--- config.mk ---
export PLATFORM = sky130hd
export DESIGN_NAME = standby_power_state_controller_top
export DESIGN_NICKNAME = d
export VERILOG_FILES = /design/src/spsc_pkg.sv /design/src/standby_power_state_controller_top.sv
export SDC_FILE = /design/constraint.sdc
export NUM_CORES = 1
export LEC_CHECK = 0
export BUFFER_PORTS_ARGS = -buffer_cell sky130_fd_sc_hd__buf_2
export CAP_MARGIN = 20
export CORE_ASPECT_RATIO = 1.75
export CORE_MARGIN = 5
export CORE_UTILIZATION = 60
export CTS_BUF_LIST = sky130_fd_sc_hd__clkbuf_16
export DETAILED_ROUTE_END_ITERATION = 12
export PLACE_DENSITY = 0.9
export SLEW_MARGIN = 10
export SYNTH_ARGS = -nofsm -noshare
export SYNTH_HDL_FRONTEND = slang
export SYNTH_SLANG_ARGS = --single-unit
--- constraint.sdc ---
create_clock -name clk -period 10.02 [get_ports clk]
set_clock_uncertainty 0.2 [all_clocks]
set_input_delay 1.503 -clock clk [delete_from_list [all_inputs] [get_ports clk]]
set_output_delay 1.503 -clock clk [all_outputs]
set_load 0.05 [all_outputs]
--- src/spsc_pkg.sv ---
// Shared types, codes and reset constants for the standby power state controller.
// No dependencies; every other file takes its names from here by scoped reference.
package spsc_pkg;

    // Power states, as presented on power_state
    typedef enum logic [1:0] {
        ST_ACTIVE = 2'd0,
        ST_IDLE   = 2'd1,
        ST_AOD    = 2'd2,
        ST_DEEP   = 2'd3
    } mode_t;

    // Action codes, as presented on action
    typedef enum logic [2:0] {
        ACT_NONE    = 3'd0,
        ACT_IDLE    = 3'd1,
        ACT_AOD     = 3'd2,
        ACT_DEEP    = 3'd3,
        ACT_WOKE    = 3'd4,
        ACT_REFRESH = 3'd5,
        ACT_SLEEP   = 3'd6
    } action_t;

    // Command codes
    localparam logic [2:0] CMD_TICK     = 3'd0;
    localparam logic [2:0] CMD_INTERACT = 3'd1;
    localparam logic [2:0] CMD_WAKE     = 3'd2;
    localparam logic [2:0] CMD_ENABLE   = 3'd3;
    localparam logic [2:0] CMD_DEEP     = 3'd4;

    // Wake reason codes
    localparam logic [2:0] RSN_NONE   = 3'd0;
    localparam logic [2:0] RSN_TOUCH  = 3'd1;
    localparam logic [2:0] RSN_BUTTON = 3'd2;
    localparam logic [2:0] RSN_MOTION = 3'd3;
    localparam logic [2:0] RSN_OTHER  = 3'd5;

    // Configuration register indexes
    localparam logic [2:0] REG_IDLE_AFTER = 3'd0;
    localparam logic [2:0] REG_AOD_AFTER  = 3'd1;
    localparam logic [2:0] REG_DEEP_AFTER = 3'd2;
    localparam logic [2:0] REG_IDLE_PCT   = 3'd3;
    localparam logic [2:0] REG_AOD_PCT    = 3'd4;
    localparam logic [2:0] REG_AGGRESSIVE = 3'd5;

    localparam int CFG_DATA_W = 32;
    localparam int CFG_IDX_W  = 3;
    localparam int PCT_W      = 7;
    localparam int BRIGHT_W   = 8;

    localparam int TIMER_WIDTH_DEF = 32;

    // Percent scaling: floor(p / 100) == (p * 5243) >> 19 for every p below 2^15
    localparam int RECIP_100   = 5243;
    localparam int RECIP_SHIFT = 19;
    localparam int FACTOR_W    = 20;   // 127 * 5243 fits in 20 bits

    localparam logic [CFG_DATA_W-1:0] IDLE_AFTER_RST = 32'd15000;
    localparam logic [CFG_DATA_W-1:0] AOD_AFTER_RST  = 32'd60000;
    localparam logic [CFG_DATA_W-1:0] DEEP_AFTER_RST = 32'd240000;
    localparam logic [FACTOR_W-1:0]   IDLE_FACTOR_RST = FACTOR_W'(30 * RECIP_100);
    localparam logic [FACTOR_W-1:0]   AOD_FACTOR_RST  = FACTOR_W'(5 * RECIP_100);
    localparam logic [BRIGHT_W-1:0]   BRIGHT_RST      = 8'd200;

    localparam logic [BRIGHT_W-1:0] BRIGHT_MIN = 8'd2;
    localparam logic [BRIGHT_W-1:0] BRIGHT_MAX = 8'd255;

endpackage

--- src/standby_power_state_controller_top.sv ---
// Top level of the standby power state controller: input register, state update, result register.
// Depends on spsc_pkg for state and action types, codes and reset constants.
//
//  channel | direction | handshake           | payload
//  --------+-----------+---------------------+-----------------------------------------------
//  in      | to block  | in_valid / in_stall | command, elapsed_ms, user_brightness,
//          |           |                     | wake_reason, enable_value
//  out     | from block| out_valid/out_stall | power_state, panel_brightness, panel_on,
//          |           |                     | wake_cause, action
//  cfg     | to block  | cfg_we              | cfg_index, cfg_data (write only)
//
// One request per cycle while out_stall is low; each request is taken into the input register,
// and the state update runs from there straight into the result register that offers the result.
// The state update is a single pass of a saturating add, three threshold compares and one 8 x 20
// multiply that scales brightness by a reciprocal of one hundred.
// Reset (rst_n, asynchronous) restores the power-on state and register values.
// A stalled result holds the result register; the input register then stalls in turn.
module standby_power_state_controller_top #(
    parameter int TIMER_WIDTH = spsc_pkg::TIMER_WIDTH_DEF
) (
    input  logic                              clk,
    input  logic                              rst_n,

    input  logic                              cfg_we,
    input  logic [spsc_pkg::CFG_IDX_W-1:0]    cfg_index,
    input  logic [spsc_pkg::CFG_DATA_W-1:0]   cfg_data,

    input  logic                              in_valid,
    output logic                              in_stall,
    input  logic [2:0]                        command,
    input  logic [15:0]                       elapsed_ms,
    input  logic [7:0]                        user_brightness,
    input  logic [2:0]                        wake_reason,
    input  logic                              enable_value,

    output logic                              out_valid,
    input  logic                              out_stall,
    output logic [1:0]                        power_state,
    output logic [7:0]                        panel_brightness,
    output logic                              panel_on,
    output logic [2:0]                        wake_cause,
    output logic [2:0]                        action
);

    // Compare width: wide enough for the timer and the 32-bit thresholds
    localparam int CMP_W  = (TIMER_WIDTH > spsc_pkg::CFG_DATA_W) ? TIMER_WIDTH
                                                                 : spsc_pkg::CFG_DATA_W;
    localparam int PROD_W = spsc_pkg::BRIGHT_W + spsc_pkg::FACTOR_W;
    localparam int QUOT_W = PROD_W - spsc_pkg::RECIP_SHIFT;

    // Configuration registers; percentages are kept pre-multiplied by the reciprocal
    logic [spsc_pkg::CFG_DATA_W-1:0] idle_after_reg;
    logic [spsc_pkg::CFG_DATA_W-1:0] aod_after_reg;
    logic [spsc_pkg::CFG_DATA_W-1:0] deep_after_reg;
    logic [spsc_pkg::FACTOR_W-1:0]   idle_factor_reg;
    logic [spsc_pkg::FACTOR_W-1:0]   aod_factor_reg;
    logic                            aggressive_reg;

    // Input register
    logic        s1_valid_reg;
    logic [2:0]  s1_cmd_reg;
    logic [15:0] s1_elapsed_reg;
    logic [7:0]  s1_user_reg;
    logic [2:0]  s1_reason_reg;
    logic        s1_en_reg;

    // Controller state
    spsc_pkg::mode_t          mode_reg, mode_next;
    logic [TIMER_WIDTH-1:0]   timer_reg, timer_next;
    logic [7:0]               cache_reg, cache_next;
    logic [2:0]               wake_reg, wake_next;
    logic                     enabled_reg, enabled_next;
    logic                     display_reg, display_next;
    logic [7:0]               drive_reg, drive_next;

    // Result register
    logic        out_valid_reg;
    logic [1:0]  power_state_reg;
    logic [7:0]  panel_brightness_reg;
    logic        panel_on_reg;
    logic [2:0]  wake_cause_reg;
    logic [2:0]  action_reg;

    spsc_pkg::action_t act;

    logic                   in_take;
    logic                   s1_go;
    logic [TIMER_WIDTH:0]   timer_sum;
    logic [TIMER_WIDTH-1:0] timer_sat;
    logic [CMP_W-1:0]       timer_cmp;
    logic                   hit_idle, hit_aod, hit_deep;
    logic                   wake_ok;
    logic [2:0]             wake_code;
    logic [7:0]             scale_base;
    logic [spsc_pkg::FACTOR_W-1:0] scale_factor;
    logic [PROD_W-1:0]      scale_prod;
    logic [QUOT_W-1:0]      scale_quot;
    logic [7:0]             scaled;

    // ------------------------------------------------------------------
    // Handshake: the input register advances whenever the result register
    // is empty or being emptied; stall the input only when both are blocked.
    // ------------------------------------------------------------------
    assign s1_go    = s1_valid_reg && (!out_valid_reg || !out_stall);
    assign in_stall = s1_valid_reg && out_valid_reg && out_stall;
    assign in_take  = in_valid && !in_stall;

    // ------------------------------------------------------------------
    // Configuration writes; unknown indexes are dropped
    // ------------------------------------------------------------------
    always_ff @(posedge clk or negedge rst_n)
    begin
        if (!rst_n)
        begin
            idle_after_reg  <= spsc_pkg::IDLE_AFTER_RST;
            aod_after_reg   <= spsc_pkg::AOD_AFTER_RST;
            deep_after_reg  <= spsc_pkg::DEEP_AFTER_RST;
            idle_factor_reg <= spsc_pkg::IDLE_FACTOR_RST;
            aod_factor_reg  <= spsc_pkg::AOD_FACTOR_RST;
            aggressive_reg  <= 1'b0;
        end
        else if (cfg_we)
        begin
            case (cfg_index)
                spsc_pkg::REG_IDLE_AFTER: idle_after_reg <= cfg_data;
                spsc_pkg::REG_AOD_AFTER:  aod_after_reg  <= cfg_data;
                spsc_pkg::REG_DEEP_AFTER: deep_after_reg <= cfg_data;
                spsc_pkg::REG_IDLE_PCT:
                    idle_factor_reg <= spsc_pkg::FACTOR_W'(
                        cfg_data[spsc_pkg::PCT_W-1:0] * spsc_pkg::FACTOR_W'(spsc_pkg::RECIP_100));
                spsc_pkg::REG_AOD_PCT:
                    aod_factor_reg <= spsc_pkg::FACTOR_W'(
                        cfg_data[spsc_pkg::PCT_W-1:0] * spsc_pkg::FACTOR_W'(spsc_pkg::RECIP_100));
                spsc_pkg::REG_AGGRESSIVE: aggressive_reg <= cfg_data[0];
                default: ;
            endcase
        end
    end

    // ------------------------------------------------------------------
    // Input register: capture a new request, drop the old one as it advances
    // ------------------------------------------------------------------
    always_ff @(posedge clk or negedge rst_n)
    begin
        if (!rst_n)
            s1_valid_reg <= 1'b0;
        else if (in_take)
            s1_valid_reg <= 1'b1;
        else if (s1_go)
            s1_valid_reg <= 1'b0;
    end

    always_ff @(posedge clk)
    begin
        if (in_take)
        begin
            s1_cmd_reg     <= command;
            s1_elapsed_reg <= elapsed_ms;
            s1_user_reg    <= user_brightness;
            s1_reason_reg  <= wake_reason;
            s1_en_reg      <= enable_value;
        end
    end

    // ------------------------------------------------------------------
    // Datapath shared by next-state and output logic
    // ------------------------------------------------------------------
    // Saturating idle timer; elapsed_ms never exceeds the timer range
    assign timer_sum = {1'b0, timer_reg} + (TIMER_WIDTH + 1)'(s1_elapsed_reg);
    assign timer_sat = timer_sum[TIMER_WIDTH] ? {TIMER_WIDTH{1'b1}}
                                              : timer_sum[TIMER_WIDTH-1:0];
    assign timer_cmp = CMP_W'(timer_sat);
    assign hit_idle  = timer_cmp >= CMP_W'(idle_after_reg);
    assign hit_aod   = timer_cmp >= CMP_W'(aod_after_reg);
    assign hit_deep  = timer_cmp >= CMP_W'(deep_after_reg);

    // Among wake reasons, only touch, button and motion leave AOD for ACTIVE
    always_comb
    begin
        wake_ok = s1_reason_reg inside {spsc_pkg::RSN_TOUCH, spsc_pkg::RSN_BUTTON,
                                        spsc_pkg::RSN_MOTION};
    end

    // Brightness scaling: from ACTIVE it dims the freshly captured user value,
    // from IDLE it dims the cached value for AOD. Clamp to 2..255.
    assign scale_base   = (mode_reg == spsc_pkg::ST_ACTIVE) ? s1_user_reg : cache_reg;
    assign scale_factor = (mode_reg == spsc_pkg::ST_ACTIVE) ? idle_factor_reg : aod_factor_reg;
    assign scale_prod   = PROD_W'(scale_base) * PROD_W'(scale_factor);
    assign scale_quot   = scale_prod[PROD_W-1:spsc_pkg::RECIP_SHIFT];

    always_comb
    begin
        if (scale_quot < QUOT_W'(spsc_pkg::BRIGHT_MIN))
            scaled = spsc_pkg::BRIGHT_MIN;
        else if (scale_quot > QUOT_W'(spsc_pkg::BRIGHT_MAX))
            scaled = spsc_pkg::BRIGHT_MAX;
        else
            scaled = scale_quot[7:0];
    end

    // ------------------------------------------------------------------
    // Next state
    // ------------------------------------------------------------------
    always_comb
    begin
        mode_next = mode_reg;
        case (s1_cmd_reg)
            spsc_pkg::CMD_TICK:
            begin
                if (enabled_reg)
                begin
                    case (mode_reg)
                        spsc_pkg::ST_ACTIVE:
                            if (hit_idle)
                                mode_next = aggressive_reg ? spsc_pkg::ST_DEEP
                                                           : spsc_pkg::ST_IDLE;
                        spsc_pkg::ST_IDLE:
                            if (hit_aod)
                                mode_next = spsc_pkg::ST_AOD;
                        spsc_pkg::ST_AOD:
                            if (hit_deep)
                                mode_next = spsc_pkg::ST_DEEP;
                        default: ;
                    endcase
                end
            end
            spsc_pkg::CMD_INTERACT:
                mode_next = spsc_pkg::ST_ACTIVE;
            spsc_pkg::CMD_WAKE:
            begin
                if (mode_reg == spsc_pkg::ST_DEEP ||
                    (mode_reg == spsc_pkg::ST_AOD && wake_ok))
                    mode_next = spsc_pkg::ST_ACTIVE;
            end
            spsc_pkg::CMD_ENABLE:
            begin
                if (!s1_en_reg)
                    mode_next = spsc_pkg::ST_ACTIVE;
            end
            spsc_pkg::CMD_DEEP:
                mode_next = spsc_pkg::ST_DEEP;
            default: ;
        endcase
    end

    // ------------------------------------------------------------------
    // Outputs: action code and the data state that follows from it
    // ------------------------------------------------------------------
    always_comb
    begin
        act       = spsc_pkg::ACT_NONE;
        wake_code = spsc_pkg::RSN_NONE;
        case (s1_cmd_reg)
            spsc_pkg::CMD_TICK:
            begin
                if (enabled_reg)
                begin
                    case (mode_reg)
                        spsc_pkg::ST_ACTIVE:
                            if (hit_idle)
                                act = aggressive_reg ? spsc_pkg::ACT_DEEP : spsc_pkg::ACT_IDLE;
                        spsc_pkg::ST_IDLE:
                            if (hit_aod)
                                act = spsc_pkg::ACT_AOD;
                        spsc_pkg::ST_AOD:
                            act = hit_deep ? spsc_pkg::ACT_DEEP : spsc_pkg::ACT_SLEEP;
                        default: ;
                    endcase
                end
            end
            spsc_pkg::CMD_INTERACT:
            begin
                wake_code = spsc_pkg::RSN_TOUCH;
                if (mode_reg != spsc_pkg::ST_ACTIVE)
                    act = spsc_pkg::ACT_WOKE;
            end
            spsc_pkg::CMD_WAKE:
            begin
                wake_code = s1_reason_reg;
                if (mode_reg == spsc_pkg::ST_DEEP)
                    act = spsc_pkg::ACT_WOKE;
                else if (mode_reg == spsc_pkg::ST_AOD)
                    act = wake_ok ? spsc_pkg::ACT_WOKE : spsc_pkg::ACT_REFRESH;
            end
            spsc_pkg::CMD_ENABLE:
            begin
                wake_code = spsc_pkg::RSN_OTHER;
                if (!s1_en_reg && mode_reg != spsc_pkg::ST_ACTIVE)
                    act = spsc_pkg::ACT_WOKE;
            end
            spsc_pkg::CMD_DEEP:
                act = spsc_pkg::ACT_DEEP;
            default: ;
        endcase
    end

    always_comb
    begin
        timer_next   = timer_reg;
        cache_next   = cache_reg;
        wake_next    = wake_reg;
        enabled_next = enabled_reg;
        display_next = display_reg;
        drive_next   = drive_reg;

        // Ticks always advance the timer, even when disabled
        if (s1_cmd_reg == spsc_pkg::CMD_TICK)
            timer_next = timer_sat;
        if (s1_cmd_reg == spsc_pkg::CMD_INTERACT)
            timer_next = '0;
        if (s1_cmd_reg == spsc_pkg::CMD_ENABLE)
            enabled_next = s1_en_reg;

        case (act)
            spsc_pkg::ACT_IDLE:
            begin
                cache_next = s1_user_reg;
                drive_next = scaled;
            end
            spsc_pkg::ACT_AOD:
                drive_next = scaled;
            spsc_pkg::ACT_DEEP:
                display_next = 1'b0;   // brightness keeps its last value
            spsc_pkg::ACT_WOKE:
            begin
                display_next = 1'b1;
                drive_next   = cache_reg;
                wake_next    = wake_code;
                timer_next   = '0;
            end
            default: ;
        endcase
    end

    // ------------------------------------------------------------------
    // State registers: advance once per request leaving the input register
    // ------------------------------------------------------------------
    always_ff @(posedge clk or negedge rst_n)
    begin
        if (!rst_n)
        begin
            mode_reg    <= spsc_pkg::ST_ACTIVE;
            timer_reg   <= '0;
            cache_reg   <= spsc_pkg::BRIGHT_RST;
            wake_reg    <= spsc_pkg::RSN_NONE;
            enabled_reg <= 1'b1;
            display_reg <= 1'b1;
            drive_reg   <= spsc_pkg::BRIGHT_RST;
        end
        else if (s1_go)
        begin
            mode_reg    <= mode_next;
            timer_reg   <= timer_next;
            cache_reg   <= cache_next;
            wake_reg    <= wake_next;
            enabled_reg <= enabled_next;
            display_reg <= display_next;
            drive_reg   <= drive_next;
        end
    end

    // ------------------------------------------------------------------
    // Result register: load on advance, hold while stalled
    // ------------------------------------------------------------------
    always_ff @(posedge clk or negedge rst_n)
    begin
        if (!rst_n)
            out_valid_reg <= 1'b0;
        else if (s1_go)
            out_valid_reg <= 1'b1;
        else if (!out_stall)
            out_valid_reg <= 1'b0;
    end

    always_ff @(posedge clk)
    begin
        if (s1_go)
        begin
            power_state_reg      <= mode_next;
            panel_brightness_reg <= drive_next;
            panel_on_reg         <= display_next;
            wake_cause_reg       <= wake_next;
            action_reg           <= act;
        end
    end

    assign out_valid        = out_valid_reg;
    assign power_state      = power_state_reg;
    assign panel_brightness = panel_brightness_reg;
    assign panel_on         = panel_on_reg;
    assign wake_cause       = wake_cause_reg;
    assign action           = action_reg;

endmodule

[Word-level counts from Yosys, hierarchy flattened]
Index checks and enable logic that the tools add are counted.
Storage, ports and cells
  flip-flop bits (word level): 242
  input bits: 71
  output and inout port bits: 19
  word-level logic and storage cells: 119
Operators by class
  add/sub/neg operators: 1
  multipliers: 2
  $lt $le $gt $ge: 5
  eq/ne operators: 20
  muxes and demuxes: 37
  reductions and logical operators: 29
Operators by type and width (count)
  2-to-1 mux 32 bit: 4
  greater-or-equal comparator 32 bit: 3
  adder 32 x 16 -> 33 bit: 1
  multiplier 8 x 20 -> 28 bit: 1
  == test 3 x 2 -> 1 bit, second input constant: 8
  2-to-1 mux 8 bit: 3
  2-to-1 mux 3 bit: 7
  multiplier 7 x 13 -> 20 bit, second input constant: 1
  2-to-1 mux 2 bit: 10
  2-to-1 mux 20 bit: 1
  one-hot mux 3 bit (3 select lines): 2
  AND reduction 2 bit: 9
  one-hot mux 8 bit (2 select lines): 1
  one-hot mux 3 bit (5 select lines): 1
  == test 3 x 1 -> 1 bit, second input constant: 4
  == test 3 bit, second input constant: 4
  one-hot mux 2 bit (5 select lines): 1
  greater-than comparator 9 x 8 -> 1 bit, second input constant: 1
  less-than comparator 9 x 2 -> 1 bit, second input constant: 1
  logical AND 1 bit: 6
  logical NOT 3 bit: 2
  one-hot mux 2 bit (3 select lines): 1
  nonzero test 3 bit: 2
  2-to-1 mux 1 bit: 5
  9 further kinds: 15

[Depth between registers and ports, before layout]
Gate-level depths: netlist of the first run.
  depth after elaboration: 10
  mapped depth: 26
  gate-level depth less buffers: 23

[Worst setup path before layout of the first run]
OpenSTA, ideal clock, no wires.
  path kind: flip-flop to flip-flop
  start: register mode_reg[0]
  end: register panel_brightness_reg[0], in the netlist panel_brightness[0], data pin
  library setup time: 261 ps
  data arrival time: 6630 ps
  required time: 9559 ps
  setup slack: 2929 ps
  stages on the path, launching flop included: 25
  buffers on the path: 4
  period minus slack after synthesis: 7091 ps
  cells stage by stage: dfrtp_1 buf_2 nor2_4 buf_2 buf_1 mux2i_1 clkbuf_1 nor2_1 fa_1 fa_1 fa_1 inv_1 fa_1 inv_1 ha_1 and2_1 and3_1 nand2_1 a41oi_1 o21ai_2 a21oi_1 mux2_2 nor4_1 a211oi_1 a221o_1
On the way
  cells in the longest elaborated chain, start to end: 7
  elaborated cells between the ends (all ways): 25
  classes of those cells: mul (1); order compare (2); eq/ne (6); mux (12); reduce/logical (4)
RTL lines
  from (decl): RTL line standby_power_state_controller_top.sv:68  | spsc_pkg::mode_t mode_reg, mode_next;
  from (signal assigned): RTL line standby_power_state_controller_top.sv:342  | mode_reg <= spsc_pkg::ST_ACTIVE;
  from (signal assigned): RTL line standby_power_state_controller_top.sv:352  | mode_reg <= mode_next;
  logical NOT 2 bit, or another cell as far along: RTL line standby_power_state_controller_top.sv:186, standby_power_state_controller_top.sv:187, standby_power_state_controller_top.sv:258
  2-to-1 mux 8 bit, or another cell as far along: RTL line standby_power_state_controller_top.sv:186  | assign scale_base = (mode_reg == spsc_pkg::ST_ACTIVE) ? s1_user_reg : cache_reg;
  multiplier 8 x 20 -> 28 bit, or another cell as far along: RTL line standby_power_state_controller_top.sv:188  | assign scale_prod = PROD_W'(scale_base) * PROD_W'(scale_factor);
  greater-than comparator 9 x 8 -> 1 bit or one-hot mux 3 bit (5 select lines) (tied branches): RTL line standby_power_state_controller_top.sv:195, standby_power_state_controller_top.sv:253
  2-to-1 mux 8 bit, or another cell as far along: RTL line standby_power_state_controller_top.sv:195  | else if (scale_quot > QUOT_W'(spsc_pkg::BRIGHT_MAX))
  2-to-1 mux 8 bit or OR reduction 2 bit (tied branches)
  one-hot mux 8 bit (2 select lines) (*): RTL line standby_power_state_controller_top.sv:314  | case (act)
  net drive_next[0]: RTL line standby_power_state_controller_top.sv:74  | logic [7:0] drive_reg, drive_next;
  to (signal assigned): RTL line standby_power_state_controller_top.sv:380  | panel_brightness_reg <= drive_next;
  to (decl): RTL line standby_power_state_controller_top.sv:79  | logic [7:0] panel_brightness_reg;
The timed path passes the listed nets; every way through them passes the cells marked *.
A chain may end at the register's enable or synchronous reset.

[Final worst setup path of the first run]
  start: register mode_reg[1]
  end: register panel_brightness_reg[0], in the netlist panel_brightness[0], data pin
The elaborated chain is that of the path after synthesis.

==> results.md, run 1 <==
Hold path:
- The classification of the worst-slack hold path is reg2reg.
- The worst hold path startpoint is idle_factor_reg[13].
- For hold timing, the worst endpoint is idle_factor_reg[13].
- The instance count along the most critical hold path is 2.

Worst setup path:
- The worst setup path is captured at a flop.
- The required arrival time at the worst endpoint is 10.10 ns.
- The depth of the worst register-to-register path is 22.
- On the worst path, the slowest cell contributes a delay of about 0.57 ns.
- The setup check on the worst reg-to-reg path leaves a slack of 2.39 ns.
- The startpoint of the most critical register-to-register path is mode_reg[1].
- The startpoint kind of the worst setup timing path is a flop.
- The data arrival at the endpoint of the critical path is 7.71 ns.
- The depth of the critical timing path with buffers and inverters included is 22.
- The critical path goes through nor2_4 -> buf_4 -> mux2i_1 -> buf_4 -> inv_1 -> and2_1 -> fa_1 -> fa_1 -> fa_1 -> inv_1 -> fa_1 -> inv_1 -> ha_1 -> and2_1 -> a221oi_1 -> nand3_1 -> o21ai_2 -> mux2i_1 -> nand4b_1 -> nor4_1 -> a211oi_1 -> a221o_1.
- The endpoint of the worst-slack reg-to-reg timing path is panel_brightness[0].
- The critical path is of the reg2reg type.
- The number of buffers and inverters on the critical path is 5.
- The most numerous cell type found on the critical path is fa_1.
- For this design, the slowest cell found on the critical path is nor2_4.
- Grouping stages by cell kind, the critical path spends the most delay in adder cells.
- The maximum fanout along the worst path is 25.

Timing:
- The hold violation total from the final report is 0.
- For the final routed database, the setup TNS stands at 0 ns.
- Final hold analysis gives a worst-case slack of 0.279 ns.
- Setup violations remaining at the end of the flow were counted as 0.
- The final period utilization is 76.1%.
- For the finished layout, the period the worst path requires is 7.63 ns.
- The highest clock frequency the design can meet is roughly 0.13 GHz.
- For the pin with the worst max-slew slack, the measured transition is 0.985 ns.
- The worst slew margin relative to its limit is about a third.
- The number of slew-limit violations in the final report is 0.
- Setup repair after global routing left no endpoint under its margin.

Place:
- The number of buffers added on ports is 89.
- Routability-driven placement finished with a final weighted congestion of around 0.96.
- The placed wire-length estimate after detailed placement is between 30000 and 40000 um.

Die:
- The core region is 31500 um^2.
- The floorplan step defined a die boundary enclosing 35700 um^2.
- The floorplan step set the die height to 246 um.
- The starting density of the core is roughly three fifths.
- The die width is 145 um.
- The I/O pin count is 90.
- The floorplan has 86 rows.

Yosys:
- Summed over all instances, the cell type with the most area after synthesis is dfrtp_1.
- The number of library cell types mapped by synthesis is 72.
- For this run, asynchronously set or reset flops after synthesis account for 80.2%.
- The share of synthesized area in the top cell type comes to 19.2%.
- Counting flops with a built-in enable in the synthesized netlist gives 48.
- The number of nets handed over by synthesis was around 2400.
- Summing the areas of all and, or, nand and nor instances in the mapped netlist gives 13.9% of the synthesized area.
- The portion of synthesized area spent on multiplexers is around 3.6%.
- In the post-synthesis netlist, the biggest area contributors are dfrtp_1, ha_1, fa_1.
- The synthesized netlist occupies a cell area of 19200 um^2.
- The synthesized-area fraction occupied by xor and xnor cells is 2.01%.
- Summing the areas of all compound-gate instances in the mapped netlist gives 13.7% of the synthesized area.
- The mean area per synthesized cell is between 9 and 10 um^2.
- The flip-flop and latch count after synthesis is 242.
- The yosys synthesis warning count is 0.
- After Yosys synthesis, full adders, half adders and majority gates account for 26.8% of the synthesized area.
- The most common cell in the netlist is inv_1.
- By count the netlist is led by inv_1, nand2_1, ha_1.
- The most used flip-flop cell after synthesis is dfrtp_1.
- The synthesized instance count is 2042.
- Sequential elements use 33.2% of the synthesized area.
- By area, the combinational part of the netlist is dominated by adder cells.

Global routing:
- The global-route wire length before repair is 81300 um.
- The global route total overflow is 0.
- The number of global-route vias before repair is 16695.
- The number of antenna violations at the first check in global routing is 0.
- Global routing consumed, over all layers together, 27.6% of the routing resources.
- Entering global routing, the biggest net connects 86 pins.

Layout:
- The multi-input combinational cell area is 11500 um^2.
- The final standard cell utilization of the core is ~66%.
- Of the cells placed in the final design, the portion with a size suffix greater than 1 is 12.7%.
- The filler cells instantiated in the layout total roughly 2300.
- The register area is 6350 um^2.
- The count of inserted antenna diode cells is 0.
- After the last flow step, the layout net total stands at 2525.
- The synthesis-to-finish area growth is 8.50%.

Routing:
- Dividing the detail-routed wire length by the instance count gives 19.6 um.
- Before antenna repair, the detailed router went through 6 iterations.
- The count of vias placed by the detailed router is 15717.
- The aggregate routed wire length is 49600 um.
- In the routed design, unresolved DRC markers number 0.
- The mean number of vias per cell is 6.21.
- The count of nets left with antenna violations once routing finished came out at 0.
- For this block, the initial DRC count from the detailed router was 1307.

Clocking:
- Buffers added to address setup during post-CTS repair amount to 0.
- The clock tree from TritonCTS is built.
- Clock tree synthesis inserted a total of 23 buffers.
- Clock-pin slew was measured on the worst setup and hold paths at ~0.070 ns.
- The number of buffers on the longest clock path is 3.
- The clock network latency to the later pin of the worst-skew pair is 0.53 ns.
- The clock net in this run drives a total of about 240 sinks.
- The tree is rooted in a clkbuf_16.
- Hold repair after CTS inserted 0 buffers.
- In this run the number of H-tree levels came out at 1.
- Gates resized during post-CTS repair numbered 0.

Outcome:
- The run finished with clean final reports.

Flow run:
- The count of maximum capacitance violations is 0.
## tightest hold or removal path, cell delays in order, from the launching register on
cell and delay [ns]:
dfstp_2 0.37, nand2_1 0.04, o21ai_0 0.06
## area by class of cell
class	count	area share (%)
sequential	242	30.6
multi-input combinational	1461	55.5
clock buffer	24	2.89
timing repair buffer	112	3.11
tap	396	2.38
inverter	279	5.04
clock inverter	18	0.506
## routing by layer
| layer | GRT usage (%) | up-vias | share of wire, % | wire [um] |
|---|---|---|---|---|
| met5 | 0 | - | 0 | 0 |
| met4 | 19.4 | 0 | 8.1 | 4040 |
| met3 | 3.20 | 273 | 5.2 | 2580 |
| met2 | 51.3 | 716 | 53 | 26100 |
| met1 | 28.7 | 7662 | 34 | 16900 |
| li1 | - | 7066 | - | - |
## layout by cell type (no fill, tap or decap), types with 12 or more instances in the layout
cell type  count
clkbuf_16     24
mux2i_1       30
o21ai_0      169
a211oi_1      12
nand3_1       42
mux2_2        35
nor2_1       155
and3_1        14
ha_1         210
nand2_1      258
nand4_1       22
o221ai_1      12
xnor2_1       23
a31oi_1       19
a21oi_1       79
edfxtp_1      48
nand2b_1      14
dfrtp_1      147
or2_2         22
inv_1        282
fa_1         125
xor2_1        21
dfstp_2       47
buf_4         22
nor3_1        23
a22o_1        28
a21o_1        28
buf_2         88
## stage by stage
stage	worst slack (ns)	std cells	area (um^2)
floorplan	2.93	2042	19200
global placement	2.71	2489	20100
detailed placement	2.52	2489	20100
CTS	2.52	2531	20800
global route	2.02	2532	20800
finish	2.39	2532	20800
## worst max path at each step
stage	startpoint	slack, ns	to
after CTS	mode_reg[1]	2.52	panel_brightness[1]
final	mode_reg[1]	2.39	panel_brightness[0]
after global routing	mode_reg[1]	2.02	panel_brightness[1]
after floorplan	mode_reg[0]	2.93	panel_brightness[0]
after detailed placement	mode_reg[1]	2.52	panel_brightness[0]
after global placement	mode_reg[1]	2.71	panel_brightness[0]
## cell families after synthesis
kind of cell,count (synthesis)
simple gates,596
compound gates,421
buf+inv,339
fa+ha+maj,335
flops,242
mux,65
xor+xnor,44
Power of run 1 is left out: the tool's default activity adds up to more than one toggle a clock period on the data nets, which glitch-free logic cannot reach.
==> run 2, diff against run 1 <==
--- a/config.mk
+++ b/config.mk
@@ -9,7 +9,7 @@
 export CAP_MARGIN = 20
 export CORE_ASPECT_RATIO = 1.75
 export CORE_MARGIN = 5
-export CORE_UTILIZATION = 60
+export CORE_UTILIZATION = 57
 export CTS_BUF_LIST = sky130_fd_sc_hd__clkbuf_16
 export DETAILED_ROUTE_END_ITERATION = 12
 export PLACE_DENSITY = 0.9
==> constraint.sdc (replaced) <==
create_clock -name clk -period 6.1 [get_ports clk]
set_clock_uncertainty 0.2 [all_clocks]
set_input_delay 0.915 -clock clk [delete_from_list [all_inputs] [get_ports clk]]
set_output_delay 0.915 -clock clk [all_outputs]
set_load 0.05 [all_outputs]
==> run 2 against run 1 <==
  * The run now ends with setup timing left
  * Count of clock-buffer cells in the layout increased by 1
  * Hold slack got worse by 0.16 ns
  * Non-clock buffer count increased by 188
  * Global-route usage increased by 1.6 points
  * Via count increased by 9.0%
  * Wire length increased by 17%
==> results.md, run 2 (synthesis gave the netlist of run 1 again) <==
Global routing:
- Global routing used 29.3% of the available tracks across all layers.
- The total overflow left after global routing is 0.
- The global-route wire length before repair is 88000 um.
- The number of global-route vias before repair is 17920.
- Entering global routing, the biggest net connects 135 pins.
- The number of antenna violations at the first check in global routing was 0.

Die:
- The overall die area is 37500 um^2.
- The die height is 253 um.
- The floorplan core area is 33100 um^2.
- The I/O pin count is 90.
- For this configuration, the core starts out at a cell density of 57.8%.
- From left edge to right edge, the die measures 149 um.
- Row generation in the floorplan step produced 88 rows.

Clocking:
- The clock buffer count from CTS is 24.
- CTS built an H-tree with a depth of 1.
- Clock-pin slew was measured on the worst setup and hold paths at about 0.070 ns.
- The clock tree from TritonCTS is built.
- The longest clock path from root to sink contains 3 buffers.
- The clock tree root driver cell is clkbuf_16.
- The clock network latency to the later pin of the worst-skew pair is between 0.5 and 0.6 ns.
- The clock sink count is 242.

Worst setup path:
- STA puts the critical path data arrival time at roughly 6.7 ns.
- Along the worst path, the maximum fanout reaches 5.
- The longest individual stage delay on the worst path is 0.55 ns.
- The most common cell type on the critical path is fa_1.
- In this run the register-to-register setup slack is -0.35 ns.
- STA puts the critical path data required time at around 6.3 ns.
- The category of the most critical setup path is reg2reg.
- STA classifies the critical path endpoint as a flop.
- Walking the worst path, the cells encountered are nor2_4 -> buf_8 -> buf_8 -> mux2_4 -> and2_4 -> fa_1 -> fa_1 -> fa_1 -> inv_2 -> fa_1 -> inv_2 -> ha_4 -> and2_4 -> and3_4 -> nand3_4 -> a41oi_4 -> o21ai_4 -> buf_6 -> xnor2_4 -> nand4b_1 -> nor4_4 -> a311oi_2 -> buf_4 -> o211ai_1.
- For this design, the slowest cell found on the critical path is fa_1.
- STA classifies the critical path startpoint as a flop.

Timing:
- The number of slew-limit violations in the final report is 0.
- The post-route worst setup slack is -0.346 ns.
- For the finished layout, the period the worst path requires is ~6.4 ns.
- Setup repair after global routing could not meet its margin everywhere.
- Setup violations remaining at the end of the flow were counted as 10.
- The worst slew margin relative to its limit is 40.9%.
- The final period utilization is 106%.
- At the pin with the least slew margin, the transition time is between 0.8 and 0.9 ns.
- The hold violation total from the final report is 0.
- The highest clock frequency the design can meet is approximately 0.16 GHz.

Layout:
- The number of cells in the finished layout apart from fillers is 2777.
- The synthesis-to-finish area growth is 23.0%.
- The final layout net count is 2714.
- Measured on the finished design, the core utilization comes to 71.1%.
- In the layout the commonest cells are inv_1, nand2_1, ha_1.
- The layout cell share with drive strength beyond 1 is approximately 25%.
- The most frequent standard cell in the layout excluding fill and tap cells is inv_1.

Routing:
- The initial DRC count is 1547.
- The post-route antenna net violation count is 0.
- For this run, design rule violations remaining after detail routing come to 0.
- After detailed routing, the total wire length is 58300 um.
- The count of vias placed by the detailed router is between 15000 and 20000.
- After detailed routing, the number of vias per cell comes to 6.17.
- The detailed-route wire length per cell is 21.0 um.
- The length of the first detailed-routing pass in iterations is 7.

Hold path:
- The classification of the worst-slack hold path is in2async.

Outcome:
- The checks that failed: setup timing.
- The flow ran to the end, but the final reports show violations.

Place:
- After detailed placement, the design holds a cell count of approximately 2700.
- The worst slack at placement is -0.388 ns.
- The HPWL after detailed placement is 39800 um.
- The final weighted congestion in routability-driven placement is 0.987.
- The number of buffers added on ports is 89.

Flow run:
- The tool flagged a number of max-cap violations equal to 0.
-- run 2: cell types whose count changed in the layout (fill, tap and decap cells not counted), moves of 7 or more --
cell	previous run	this run
nor2_1	155	146
buf_4	22	168
o221ai_2	0	7
mux2i_4	0	21
mux2i_1	30	9
buf_6	0	18
o221ai_1	12	5
ha_1	210	200
ha_4	0	9
a21oi_2	0	11
buf_12	0	16
a21oi_1	79	67
-- run 2: cell type report --
class	count	area, um^2
clock inverters	19	114
well taps	450	563
repair buffers	300	2430
inverters	279	1050
multi-input cells	1461	12400
clock buffers	25	626
diodes	1	2.50
fillers	2029	9590
flip-flops and latches	242	6350
-- run 2: path summary, 6_finish.rpt --
kind                                          start  depth (start not counted)                   to
worst max-delay path                    mode_reg[1]                         24  panel_brightness[1]
worst min-delay path                          rst_n                          1    aod_after_reg[21]
max in group asynchronous                     rst_n                          2     aod_after_reg[3]
worst max register to register          mode_reg[1]                         24  panel_brightness[1]
worst min register to register  idle_factor_reg[17]                          2  idle_factor_reg[17]
min in group clk                idle_factor_reg[17]                          2  idle_factor_reg[17]
-- run 2: worst max-delay path, delay by kind of cell, from the launching register on --
family                   cells  cell delay (ns)
AO/OA/AOI/OAI                4             0.74
flip-flops                   1             0.41
buffers and inverters        6             0.76
adder cells (fa/ha/maj)      5             2.39
AND/OR/NAND/NOR              7             1.36
multiplexers                 1             0.32
XOR/XNOR                     1             0.12
-- run 2: routing by layer --
metal	GRT usage, %	part of all wire [%]	vias to the layer above
li1	-	-	7455
met1	29.5	32	8169
met2	53.9	51	1047
met3	4.68	6.8	460
met4	20.6	10	0
met5	0	0	-
-- run 2: what timing repair did --
action	CTS	global route
setup endpoints to repair	11	58
setup buffers	25	28
hold buffers	0	0
pin swaps	31	56
endpoints found under the hold margin	0	0
resized for setup	68	77
cloned	1	3
-- run 2: metrics by stage --
stage	cell area, um^2	TNS [ns]	hold WS (ns)
global route	23600	-8.08	0.164
floorplan	19500	-0.0707	0.246
finish	23600	-2.26	0.115
CTS	22800	-0.979	0.281
detailed placement	21500	-2.20	0.281
global placement	21500	-1.28	0.261
Power of run 2 is left out for the same reason.
